<file path="config.mk">
export PLATFORM = sky130hd
export DESIGN_NAME = ordered_list_engine_core
export DESIGN_NICKNAME = d
export VERILOG_FILES = /design/src/sv/ole_pkg.sv /design/src/sv/ordered_list_engine_core.sv /design/src/sv/ole_ctrl.sv /design/src/sv/ole_dp.sv
export SDC_FILE = /design/constraint.sdc
export NUM_CORES = 1
export LEC_CHECK = 0
export BUFFER_PORTS_ARGS = -buffer_cell sky130_fd_sc_hd__buf_2
export CAP_MARGIN = 20
export CORE_MARGIN = 2
export CORE_UTILIZATION = 29
export CTS_CLUSTER_DIAMETER = 120
export DETAILED_ROUTE_END_ITERATION = 12
export REMOVE_ABC_BUFFERS = 1
export SLEW_MARGIN = 20
export SYNTH_ARGS = -nofsm -noshare
export SYNTH_HDL_FRONTEND = slang
export SYNTH_SLANG_ARGS = --single-unit
</file>
<file path="constraint.sdc">
create_clock -name aclk -period 12.88 [get_ports aclk]
set_input_delay 3.864 -clock aclk [delete_from_list [all_inputs] [get_ports aclk]]
set_output_delay 3.864 -clock aclk [all_outputs]
set_load 0.05 [all_outputs]
</file>
<file path="src/sv/ole_pkg.sv">
// Shared types and constants for the ordered list engine.
// Holds the item structs, command and status codes, and controller/datapath links.
// No dependencies.
package ole_pkg;

    // List capacity and derived widths
    localparam int CAPACITY = 16;
    localparam int LEN_W    = $clog2(CAPACITY + 1);
    localparam int IDX_W    = $clog2(CAPACITY);

    typedef logic [LEN_W-1:0] len_t;
    typedef logic [IDX_W-1:0] idx_t;
    typedef logic [4:0]       cnt_t;

    // Command codes
    localparam logic [2:0] CMD_INS_FRONT = 3'd0;
    localparam logic [2:0] CMD_INS_BACK  = 3'd1;
    localparam logic [2:0] CMD_INS_AFTER = 3'd2;
    localparam logic [2:0] CMD_DEL_FRONT = 3'd3;
    localparam logic [2:0] CMD_DEL_BACK  = 3'd4;
    localparam logic [2:0] CMD_DEL_KEY   = 3'd5;

    // Status codes
    localparam logic [1:0] ST_OK        = 2'd0;
    localparam logic [1:0] ST_EMPTY     = 2'd1;
    localparam logic [1:0] ST_NOT_FOUND = 2'd2;
    localparam logic [1:0] ST_FULL      = 2'd3;

    typedef struct packed {
        logic [2:0]   cmd;
        logic signed [31:0] key;
        logic signed [31:0] value;
    } in_item_t;

    typedef struct packed {
        logic [1:0]   status;
        logic signed [31:0] removed_value;
        cnt_t         entry_count;
    } out_item_t;

    // Controller to datapath
    typedef struct packed {
        logic load;
        logic step;
        logic commit;
    } dp_cmd_t;

    // Datapath to controller
    typedef struct packed {
        logic needs_scan;
        logic hit;
        logic last;
    } dp_stat_t;

endpackage

</file>
<file path="src/sv/ordered_list_engine_core.sv">
// Top level of the ordered list engine: controller plus datapath.
// Depends on ole_pkg, ole_ctrl and ole_dp.
//
// Keeps an ordered list of up to 16 signed 32-bit entries and runs one command
// per item: insert front, back or after a key, delete front, back or a key.
// Each item yields one result with status, removed value and new entry count.
// Insert-after-key and delete-key walk the list from the front, examining one
// entry per step through a single read port of the entry cells; other commands
// go straight from load to commit. A result waiting
// in the output register does not block acceptance of the next item; only its
// commit waits for the register to drain.
module ordered_list_engine_core (
    input  logic               aclk,
    input  logic               aresetn,
    input  logic               s_valid,
    output logic               s_ready,
    input  ole_pkg::in_item_t  s_item,
    output logic               m_valid,
    input  logic               m_ready,
    output ole_pkg::out_item_t m_item
);

    ole_pkg::dp_cmd_t  dp_cmd;
    ole_pkg::dp_stat_t dp_stat;

    ole_ctrl u_ctrl (
        .aclk    (aclk),
        .aresetn (aresetn),
        .s_valid (s_valid),
        .s_ready (s_ready),
        .m_valid (m_valid),
        .m_ready (m_ready),
        .stat    (dp_stat),
        .cmd     (dp_cmd)
    );

    ole_dp u_dp (
        .aclk    (aclk),
        .aresetn (aresetn),
        .s_item  (s_item),
        .cmd     (dp_cmd),
        .stat    (dp_stat),
        .m_item  (m_item)
    );

    // Never overwrite a result that has not been taken
    a_no_overwrite: assert property (@(posedge aclk) disable iff (!aresetn)
        dp_cmd.commit |-> (!m_valid || m_ready))
        else $error("result overwritten before it was taken");

    // A full report only comes from a list at capacity
    a_full_count: assert property (@(posedge aclk) disable iff (!aresetn)
        (m_valid && m_item.status == ole_pkg::ST_FULL) |->
        (m_item.entry_count == ole_pkg::cnt_t'(ole_pkg::CAPACITY)))
        else $error("full status with list below capacity");

    // An empty report only comes from an empty list
    a_empty_count: assert property (@(posedge aclk) disable iff (!aresetn)
        (m_valid && m_item.status == ole_pkg::ST_EMPTY) |->
        (m_item.entry_count == '0 && m_item.removed_value == '0))
        else $error("empty status with entries present");

endmodule

</file>
<file path="src/sv/ole_ctrl.sv">
// Controller for the ordered list engine: idle, key scan and commit sequencing.
// Also owns the result valid flag. Depends on ole_pkg.
module ole_ctrl (
    input  logic              aclk,
    input  logic              aresetn,
    input  logic              s_valid,
    output logic              s_ready,
    output logic              m_valid,
    input  logic              m_ready,
    input  ole_pkg::dp_stat_t stat,
    output ole_pkg::dp_cmd_t  cmd
);

    typedef enum logic [2:0] {
        S_IDLE   = 3'b001,
        S_SCAN   = 3'b010,
        S_COMMIT = 3'b100
    } state_t;

    state_t state_reg, state_next;
    logic   out_valid_reg, out_valid_next;
    logic   out_free;

    assign out_free = !out_valid_reg || m_ready;
    assign s_ready  = (state_reg == S_IDLE);
    assign m_valid  = out_valid_reg;

    // Sequence one item: load, optional scan, commit into the result register
    always_comb begin
        state_next     = state_reg;
        out_valid_next = out_valid_reg;
        cmd            = '0;
        if (out_valid_reg && m_ready) begin
            out_valid_next = 1'b0;
        end
        case (state_reg)
            S_IDLE: begin
                if (s_valid) begin
                    cmd.load   = 1'b1;
                    state_next = stat.needs_scan ? S_SCAN : S_COMMIT;
                end
            end
            S_SCAN: begin
                cmd.step = 1'b1;
                if (stat.hit || stat.last) begin
                    state_next = S_COMMIT;
                end
            end
            S_COMMIT: begin
                if (out_free) begin
                    cmd.commit     = 1'b1;
                    out_valid_next = 1'b1;
                    state_next     = S_IDLE;
                end
            end
            default: begin
                state_next = S_IDLE;
            end
        endcase
    end

    always_ff @(posedge aclk) begin
        if (!aresetn) begin
            state_reg     <= S_IDLE;
            out_valid_reg <= 1'b0;
        end else begin
            state_reg     <= state_next;
            out_valid_reg <= out_valid_next;
        end
    end

endmodule

</file>
<file path="src/sv/ole_dp.sv">
// Datapath for the ordered list engine: entry cells, length, scan index, result.
// Entries shift up or down by one on insert or delete. Depends on ole_pkg.
module ole_dp (
    input  logic               aclk,
    input  logic               aresetn,
    input  ole_pkg::in_item_t  s_item,
    input  ole_pkg::dp_cmd_t   cmd,
    output ole_pkg::dp_stat_t  stat,
    output ole_pkg::out_item_t m_item
);

    logic signed [31:0] vals_reg [ole_pkg::CAPACITY];
    ole_pkg::len_t      len_reg, len_next;
    ole_pkg::idx_t      idx_reg;
    logic               found_reg;
    logic [2:0]         cmd_reg;
    logic signed [31:0] key_reg;
    logic signed [31:0] value_reg;
    ole_pkg::out_item_t out_reg;

    logic signed [31:0] rd_data;
    logic               is_empty;
    logic               is_full;
    logic               do_ins, do_del;
    ole_pkg::len_t      pos;
    logic [1:0]         st;
    logic signed [31:0] rem;

    assign is_empty = (len_reg == '0);
    assign is_full  = (len_reg == ole_pkg::len_t'(ole_pkg::CAPACITY));
    assign rd_data  = vals_reg[idx_reg];

    // Scan status for the controller
    always_comb begin
        stat.needs_scan = !is_empty &&
            ((s_item.cmd == ole_pkg::CMD_INS_AFTER && !is_full) ||
             (s_item.cmd == ole_pkg::CMD_DEL_KEY));
        stat.hit  = (rd_data == key_reg);
        stat.last = (ole_pkg::len_t'(idx_reg) + ole_pkg::len_t'(1) == len_reg);
    end

    // Decide the list operation at commit time
    always_comb begin
        do_ins = 1'b0;
        do_del = 1'b0;
        pos    = '0;
        st     = ole_pkg::ST_OK;
        rem    = '0;
        case (cmd_reg)
            ole_pkg::CMD_INS_FRONT, ole_pkg::CMD_INS_BACK, ole_pkg::CMD_INS_AFTER: begin
                if (is_full) begin
                    st = ole_pkg::ST_FULL;
                end else if (cmd_reg == ole_pkg::CMD_INS_FRONT || is_empty) begin
                    do_ins = 1'b1;
                end else if (cmd_reg == ole_pkg::CMD_INS_BACK) begin
                    do_ins = 1'b1;
                    pos    = len_reg;
                end else if (found_reg) begin
                    do_ins = 1'b1;
                    pos    = ole_pkg::len_t'(idx_reg) + ole_pkg::len_t'(1);
                end else begin
                    st = ole_pkg::ST_NOT_FOUND;
                end
            end
            ole_pkg::CMD_DEL_FRONT, ole_pkg::CMD_DEL_BACK, ole_pkg::CMD_DEL_KEY: begin
                if (is_empty) begin
                    st = ole_pkg::ST_EMPTY;
                end else if (cmd_reg != ole_pkg::CMD_DEL_KEY || found_reg) begin
                    do_del = 1'b1;
                    pos    = ole_pkg::len_t'(idx_reg);
                    rem    = rd_data;
                end else begin
                    st = ole_pkg::ST_NOT_FOUND;
                end
            end
            default: begin
                st = ole_pkg::ST_OK;
            end
        endcase
        len_next = len_reg;
        if (do_ins) begin
            len_next = len_reg + ole_pkg::len_t'(1);
        end else if (do_del) begin
            len_next = len_reg - ole_pkg::len_t'(1);
        end
    end

    // Entry cells: open a gap on insert, close it on delete
    always_ff @(posedge aclk) begin
        for (int i = 0; i < ole_pkg::CAPACITY; i++) begin
            if (cmd.commit && do_ins) begin
                if (ole_pkg::len_t'(i) == pos) begin
                    vals_reg[i] <= value_reg;
                end else if (ole_pkg::len_t'(i) > pos) begin
                    vals_reg[i] <= vals_reg[(i == 0) ? 0 : i - 1];
                end
            end else if (cmd.commit && do_del) begin
                if (ole_pkg::len_t'(i) >= pos) begin
                    vals_reg[i] <= vals_reg[(i == ole_pkg::CAPACITY - 1) ? i : i + 1];
                end
            end
        end
    end

    // Capture the item, advance the scan, hold the result
    always_ff @(posedge aclk) begin
        if (!aresetn) begin
            len_reg <= '0;
        end else if (cmd.commit) begin
            len_reg <= len_next;
        end
    end

    always_ff @(posedge aclk) begin
        if (cmd.load) begin
            cmd_reg   <= s_item.cmd;
            key_reg   <= s_item.key;
            value_reg <= s_item.value;
            found_reg <= 1'b0;
            if (s_item.cmd == ole_pkg::CMD_DEL_BACK && !is_empty) begin
                idx_reg <= ole_pkg::idx_t'(len_reg - ole_pkg::len_t'(1));
            end else begin
                idx_reg <= '0;
            end
        end else if (cmd.step) begin
            if (stat.hit) begin
                found_reg <= 1'b1;
            end else if (!stat.last) begin
                idx_reg <= idx_reg + ole_pkg::idx_t'(1);
            end
        end
        if (cmd.commit) begin
            out_reg.status        <= st;
            out_reg.removed_value <= rem;
            out_reg.entry_count   <= ole_pkg::cnt_t'(len_next);
        end
    end

    assign m_item = out_reg;

endmodule
</file>
; ---- Word-level counts from Yosys, hierarchy flattened
; Memories as Yosys holds them, arrays and structs flattened. A register that Yosys moved wholly into a read port is not among the register bits.
; Cells that the tools add are included.
[word_totals]
ff_bits = 120
in_bits = 71
mem_bits_rw = 512
memories = 1
word_cells = 392
[mem_list]
columns = memory, depth, width, rd, rd_ports_with_merged_regs, write_ports, line_no
row1 = u_dp.vals_reg, 16, 32, 17, 1, 16, ole_dp.sv:12  ; logic signed [31:0] vals_reg [ole_pkg::CAPACITY];
[op_classes]
mux = 251
eq_ne = 35
n_reduce_logical = 24
n_addsub = 4
bitwise_logic = 34
magnitude_cmp = 32
[op_table]
columns = cell, n
row1 = 32-bit 2-to-1 mux, 32
row2 = 1-bit 2-to-1 mux, 192
row3 = "4-bit by 5-bit equality test with 1-bit output, first input constant", 8
row4 = "4-bit by 5-bit greater-or-equal comparator with 1-bit output, first input constant", 8
row5 = "4-bit by 5-bit > comparator with 1-bit output, first input constant", 8
row6 = 5-bit 2-to-1 mux, 7
row7 = 32-bit equality test, 1
row8 = 1-bit OR, 32
row9 = 4-bit 2-to-1 mux, 7
row10 = "3-bit by 5-bit equality test with 1-bit output, first input constant", 4
row11 = "3-bit by 5-bit greater-or-equal comparator with 1-bit output, first input constant", 4
row12 = "3-bit by 5-bit > comparator with 1-bit output, first input constant", 4
row13 = "3-bit equality test, second input constant", 5
row14 = "3-bit by 2-bit equality test with 1-bit output, second input constant", 4
row15 = 2-bit 2-to-1 mux, 6
row16 = 3-bit 2-to-1 mux, 4
row17 = "2-bit by 5-bit equality test with 1-bit output, first input constant", 2
row18 = "1-bit by 5-bit greater-or-equal comparator with 1-bit output, first input constant", 2
row19 = "2-bit by 5-bit greater-or-equal comparator with 1-bit output, first input constant", 2
row20 = "1-bit by 5-bit > comparator with 1-bit output, first input constant", 2
row21 = "2-bit by 5-bit > comparator with 1-bit output, first input constant", 2
row22 = 5-bit zero test, 2
row23 = 5-bit case mux with 2 select lines, 1
row24 = 3-bit case mux with 3 select lines, 1
row25 = 21 further kinds, 40

; ---- Depth between registers and ports, before layout
[logic_depth]
ltp_word = 13
mapped_depth = 16
mapped_depth_nobuf = 11

; ---- Hierarchy
; A second synthesis with hierarchy kept.
[unflattened]
cells_unflattened = 2932
area_unflattened_um2 = 35326.4
[modules_own_cells]
columns = module, instances, cells_per_inst, area_each_um2
row1 = ole_dp, 1, 2911, 35123.7
row2 = ole_ctrl, 1, 21, 202.7

; ---- Least setup slack after synthesis
; Ideal clock, no wire load.
[synth_timing]
path_kind = input to register
startpoint = in m_ready
endpoint = mem u_dp.vals_reg[8][0], enable pin
stages = 7
path_buffers = 1
slack_ns = 2.780
arrival_ns = 9.634
required_time_ns = 12.414
cell_sequence = nor2b_1 -> nor2b_1 -> clkbuf_1 -> nand2_1 -> nor2_1 -> nand2_1 -> o21ai_0
[synth_lines]
columns = element, line_no
row1 = start: declaration, ordered_list_engine_core.sv:19  ; input logic m_ready,
row2 = end: declaration, ole_dp.sv:12

==> results.json <==
{
  "outcome": "complete, no violations",
  "ant_nets": 0,
  "h-tree-depth": 3,
  "critPathRequiredTime_ns": 13.19,
  "period_share_pct": 58.43,
  "area_delta_synth_final_pct": 12.60,
  "end_kind": "flop",
  "cp.buffers_inverters": 4,
  "vias": 25800,
  "synth_edf_count": 622,
  "cap_violations": 0,
  "slowest_delay_ns": 0.71,
  "die_height_um": 353.7,
  "post_cts_resized": 0,
  "rsz0062_at_grt": "no",
  "io_buffers": 111,
  "rows": 128,
  "ir_drop_mv": 0.08975,
  "gr-usage-met3_pct": 4.510,
  "path_max_fanout": 49,
  "coreArea_um2": 121600,
  "synth-main-ff-cell": "edfxtp_1",
  "cts_sinks": 636,
  "dpl.hpwl_mm": 74.10,
  "final-setup-viol-count": 0,
  "grt.busiest_layer": "met2",
  "cts_made_buffers": 74,
  "avgSynthCellArea_um2": 11.89,
  "fmax_mhz": 132.9,
  "largest_register_ffs": 512,
  "synth_area_um2": 35460,
  "cts_tree": "built",
  "finClkSkew_ns": 0.03888,
  "yosys_warnings": 0,
  "clk_path_buf_depth": 3,
  "synth_top_area_share_pct": 52.67,
  "critical_path_class": "in2reg",
  "synthArstFlopShare_pct": 0,
  "p_total_mw": 5.088,
  "fin_nets": 3063,
  "gp_congestion": 0.8421,
  "synth_seq_cells": 636,
  "drt_pass1_iterations": 6,
  "met1_usage_pct": 26.11,
  "drt_iter0_drc": 3021,
  "drive_gt1_share_pct": 16.47,
  "path_cells": "buf_2 -> nor2b_1 -> nor2b_4 -> buf_4 -> nand2_1 -> nor2_4 -> buf_4 -> nand2_2 -> buf_4 -> mux2i_1 -> o21ai_0",
  "seq_area_frac_synth_pct": 53.47,
  "yosys-top-cells-area": "edfxtp_1 53%, mux2i_1 16%, mux4_2 4.8%",
  "die-area_um2": 125100,
  "worstMarginPinSlew_ns": 1.172,
  "synth_most_common_cell": "edfxtp_1",
  "antenna_found_initial": 21,
  "grt_pass1_vias": 24640,
  "track_usage_pct": 18.75,
  "finalHoldViolCount": 0,
  "startpoint_type": "input port",
  "slowest_stage": "buf_4",
  "max_slew_margin_pct": 21.70,
  "routedWlPerCell_um": 25.89,
  "crit_arrival_ns": 7.84,
  "start_util_pct": 29.17,
  "ctsHoldBuffers": 0,
  "via_per_inst": 5.525,
  "ys_types": 69,
  "final_max_slew_viol_count": 0,
  "postCtsSetupRepairBufs": 0,
  "clock_latency_ns": 0.63,
  "drc_errors": 0,
  "yosysTopAreaCell": "edfxtp_1",
  "synth_common_cells": "622 x edfxtp_1, 553 x mux2i_1, 331 x nand2_1",
  "crit_family": "buffers and inverters",
  "hold_slack_ns": 0.5814,
  "p_leak_nw": 15.07,
  "met2_usage_pct": 28.61,
  "cpMostUsedCell": "buf_4",
  "die_x_um": 353.7,
  "p_per_area_nw_per_um2": 127.4,
  "postSynthCellCount": 2983,
  "ios": 112,
  "grt_pass1_wl_mm": 174.2,
  "min_path_type": "reg2reg",
  "root_buffer": "clkbuf_16",
  "clkSlewWorstSetupHoldPaths_ns": 0.06,
  "finalSetupTns_ns": 0,
  "gr-total-overflow": 0,
  "drt_wl_total_mm": 120.9,
  "min_period_ns": 7.526,
  "grt_max_degree": 108
}
==> placed cells by master (no fill, tap or decap), types with 23 or more instances in the layout <==
| cell | n |
|---|---|
| edfxtp_1 | 622 |
| nand2_1 | 315 |
| o21ai_0 | 261 |
| buf_2 | 111 |
| mux4_2 | 76 |
| nor2_1 | 242 |
| a21oi_1 | 215 |
| a22oi_1 | 23 |
| clkbuf_16 | 78 |
| buf_4 | 62 |
| mux2i_1 | 553 |
| xnor2_1 | 35 |
| mux2_2 | 75 |
==> logic make-up (layout without fill, tap and decap cells) <==
| logic type | Yosys count | after routing | share of synthesized area (%) |
|---|---|---|---|
| buffers and inverters | 260 | 319 | 3.454 |
| xor gates and xnor gates | 54 | 54 | 1.334 |
| muxes | 718 | 718 | 23.69 |
| DFF | 636 | 636 | 53.47 |
| adders and majority gates | 4 | 4 | 0.1411 |
| other | 0 | 2 | 0 |
| and+or+nand+nor | 690 | 690 | 8.049 |
| AOI/OAI and AO/OA | 621 | 621 | 9.862 |
==> power by group <==
group | switching (mW) | leakage, nW | internal, mW
Clock | 0.887 | 1.12 | 1.14
Sequential | 0.0908 | 5.83 | 2.32
Combinational | 0.377 | 8.12 | 0.273
Total | 1.35 | 15.1 | 3.73
==> path summary, 6_finish.rpt <==
kind                                                       from                         endpoint  slack [ns]  depth (start not counted)
worst max-delay path                                    m_ready    u_dp.vals_reg[9][5]$_DFFE_PP_        5.35                         11
worst min-delay path            u_dp.vals_reg[13][19]$_DFFE_PP_  u_dp.vals_reg[12][19]$_DFFE_PP_        0.58                          2
worst max register to register                             flop        u_dp.idx_reg[1]$_DFFE_PN_        6.95                         11
worst min register to register  u_dp.vals_reg[13][19]$_DFFE_PP_  u_dp.vals_reg[12][19]$_DFFE_PP_        0.58                          2
==> metal layers <==
metal / up-vias / wire (um)
met1: 13000 / 51950
met5: - / 188
met3: 235 / 11490
li1: 11230 / -
met4: 30 / 3729
met2: 1303 / 53520
==> stage by stage <==
stage	utilization, %	instance area [um2]	std cells	worst slack (ns)
6_report	32.85	39930	4669	5.354
3_3_place_gp	30.99	37670	4537	4.814
3_5_place_dp	30.99	37670	4537	4.725
4_1_cts	32.84	39920	4667	5.370
2_1_floorplan	-	34290	2738	-2.409
5_1_grt	32.84	39920	4668	5.242
==> tightest hold or removal path, delay by kind of cell, from the launching register on <==
family / cells / cell delay (ns)
AO/OA/AOI/OAI: 1 / 0.06
flip-flops: 1 / 0.36
AND/OR/NAND/NOR: 1 / 0.06
==> cell type report <==
class | count | area, um2
clock buffer | 90 | 2007
clock inverter | 40 | 239.0
tap | 1625 | 2033
sequential | 636 | 18970
timing repair buffer | 174 | 1041
fill | 12170 | 81630
multi-input combinational | 2087 | 15570
antenna | 2 | 5.005
inverter | 15 | 58.81
(Power assumes the default switching activity.)
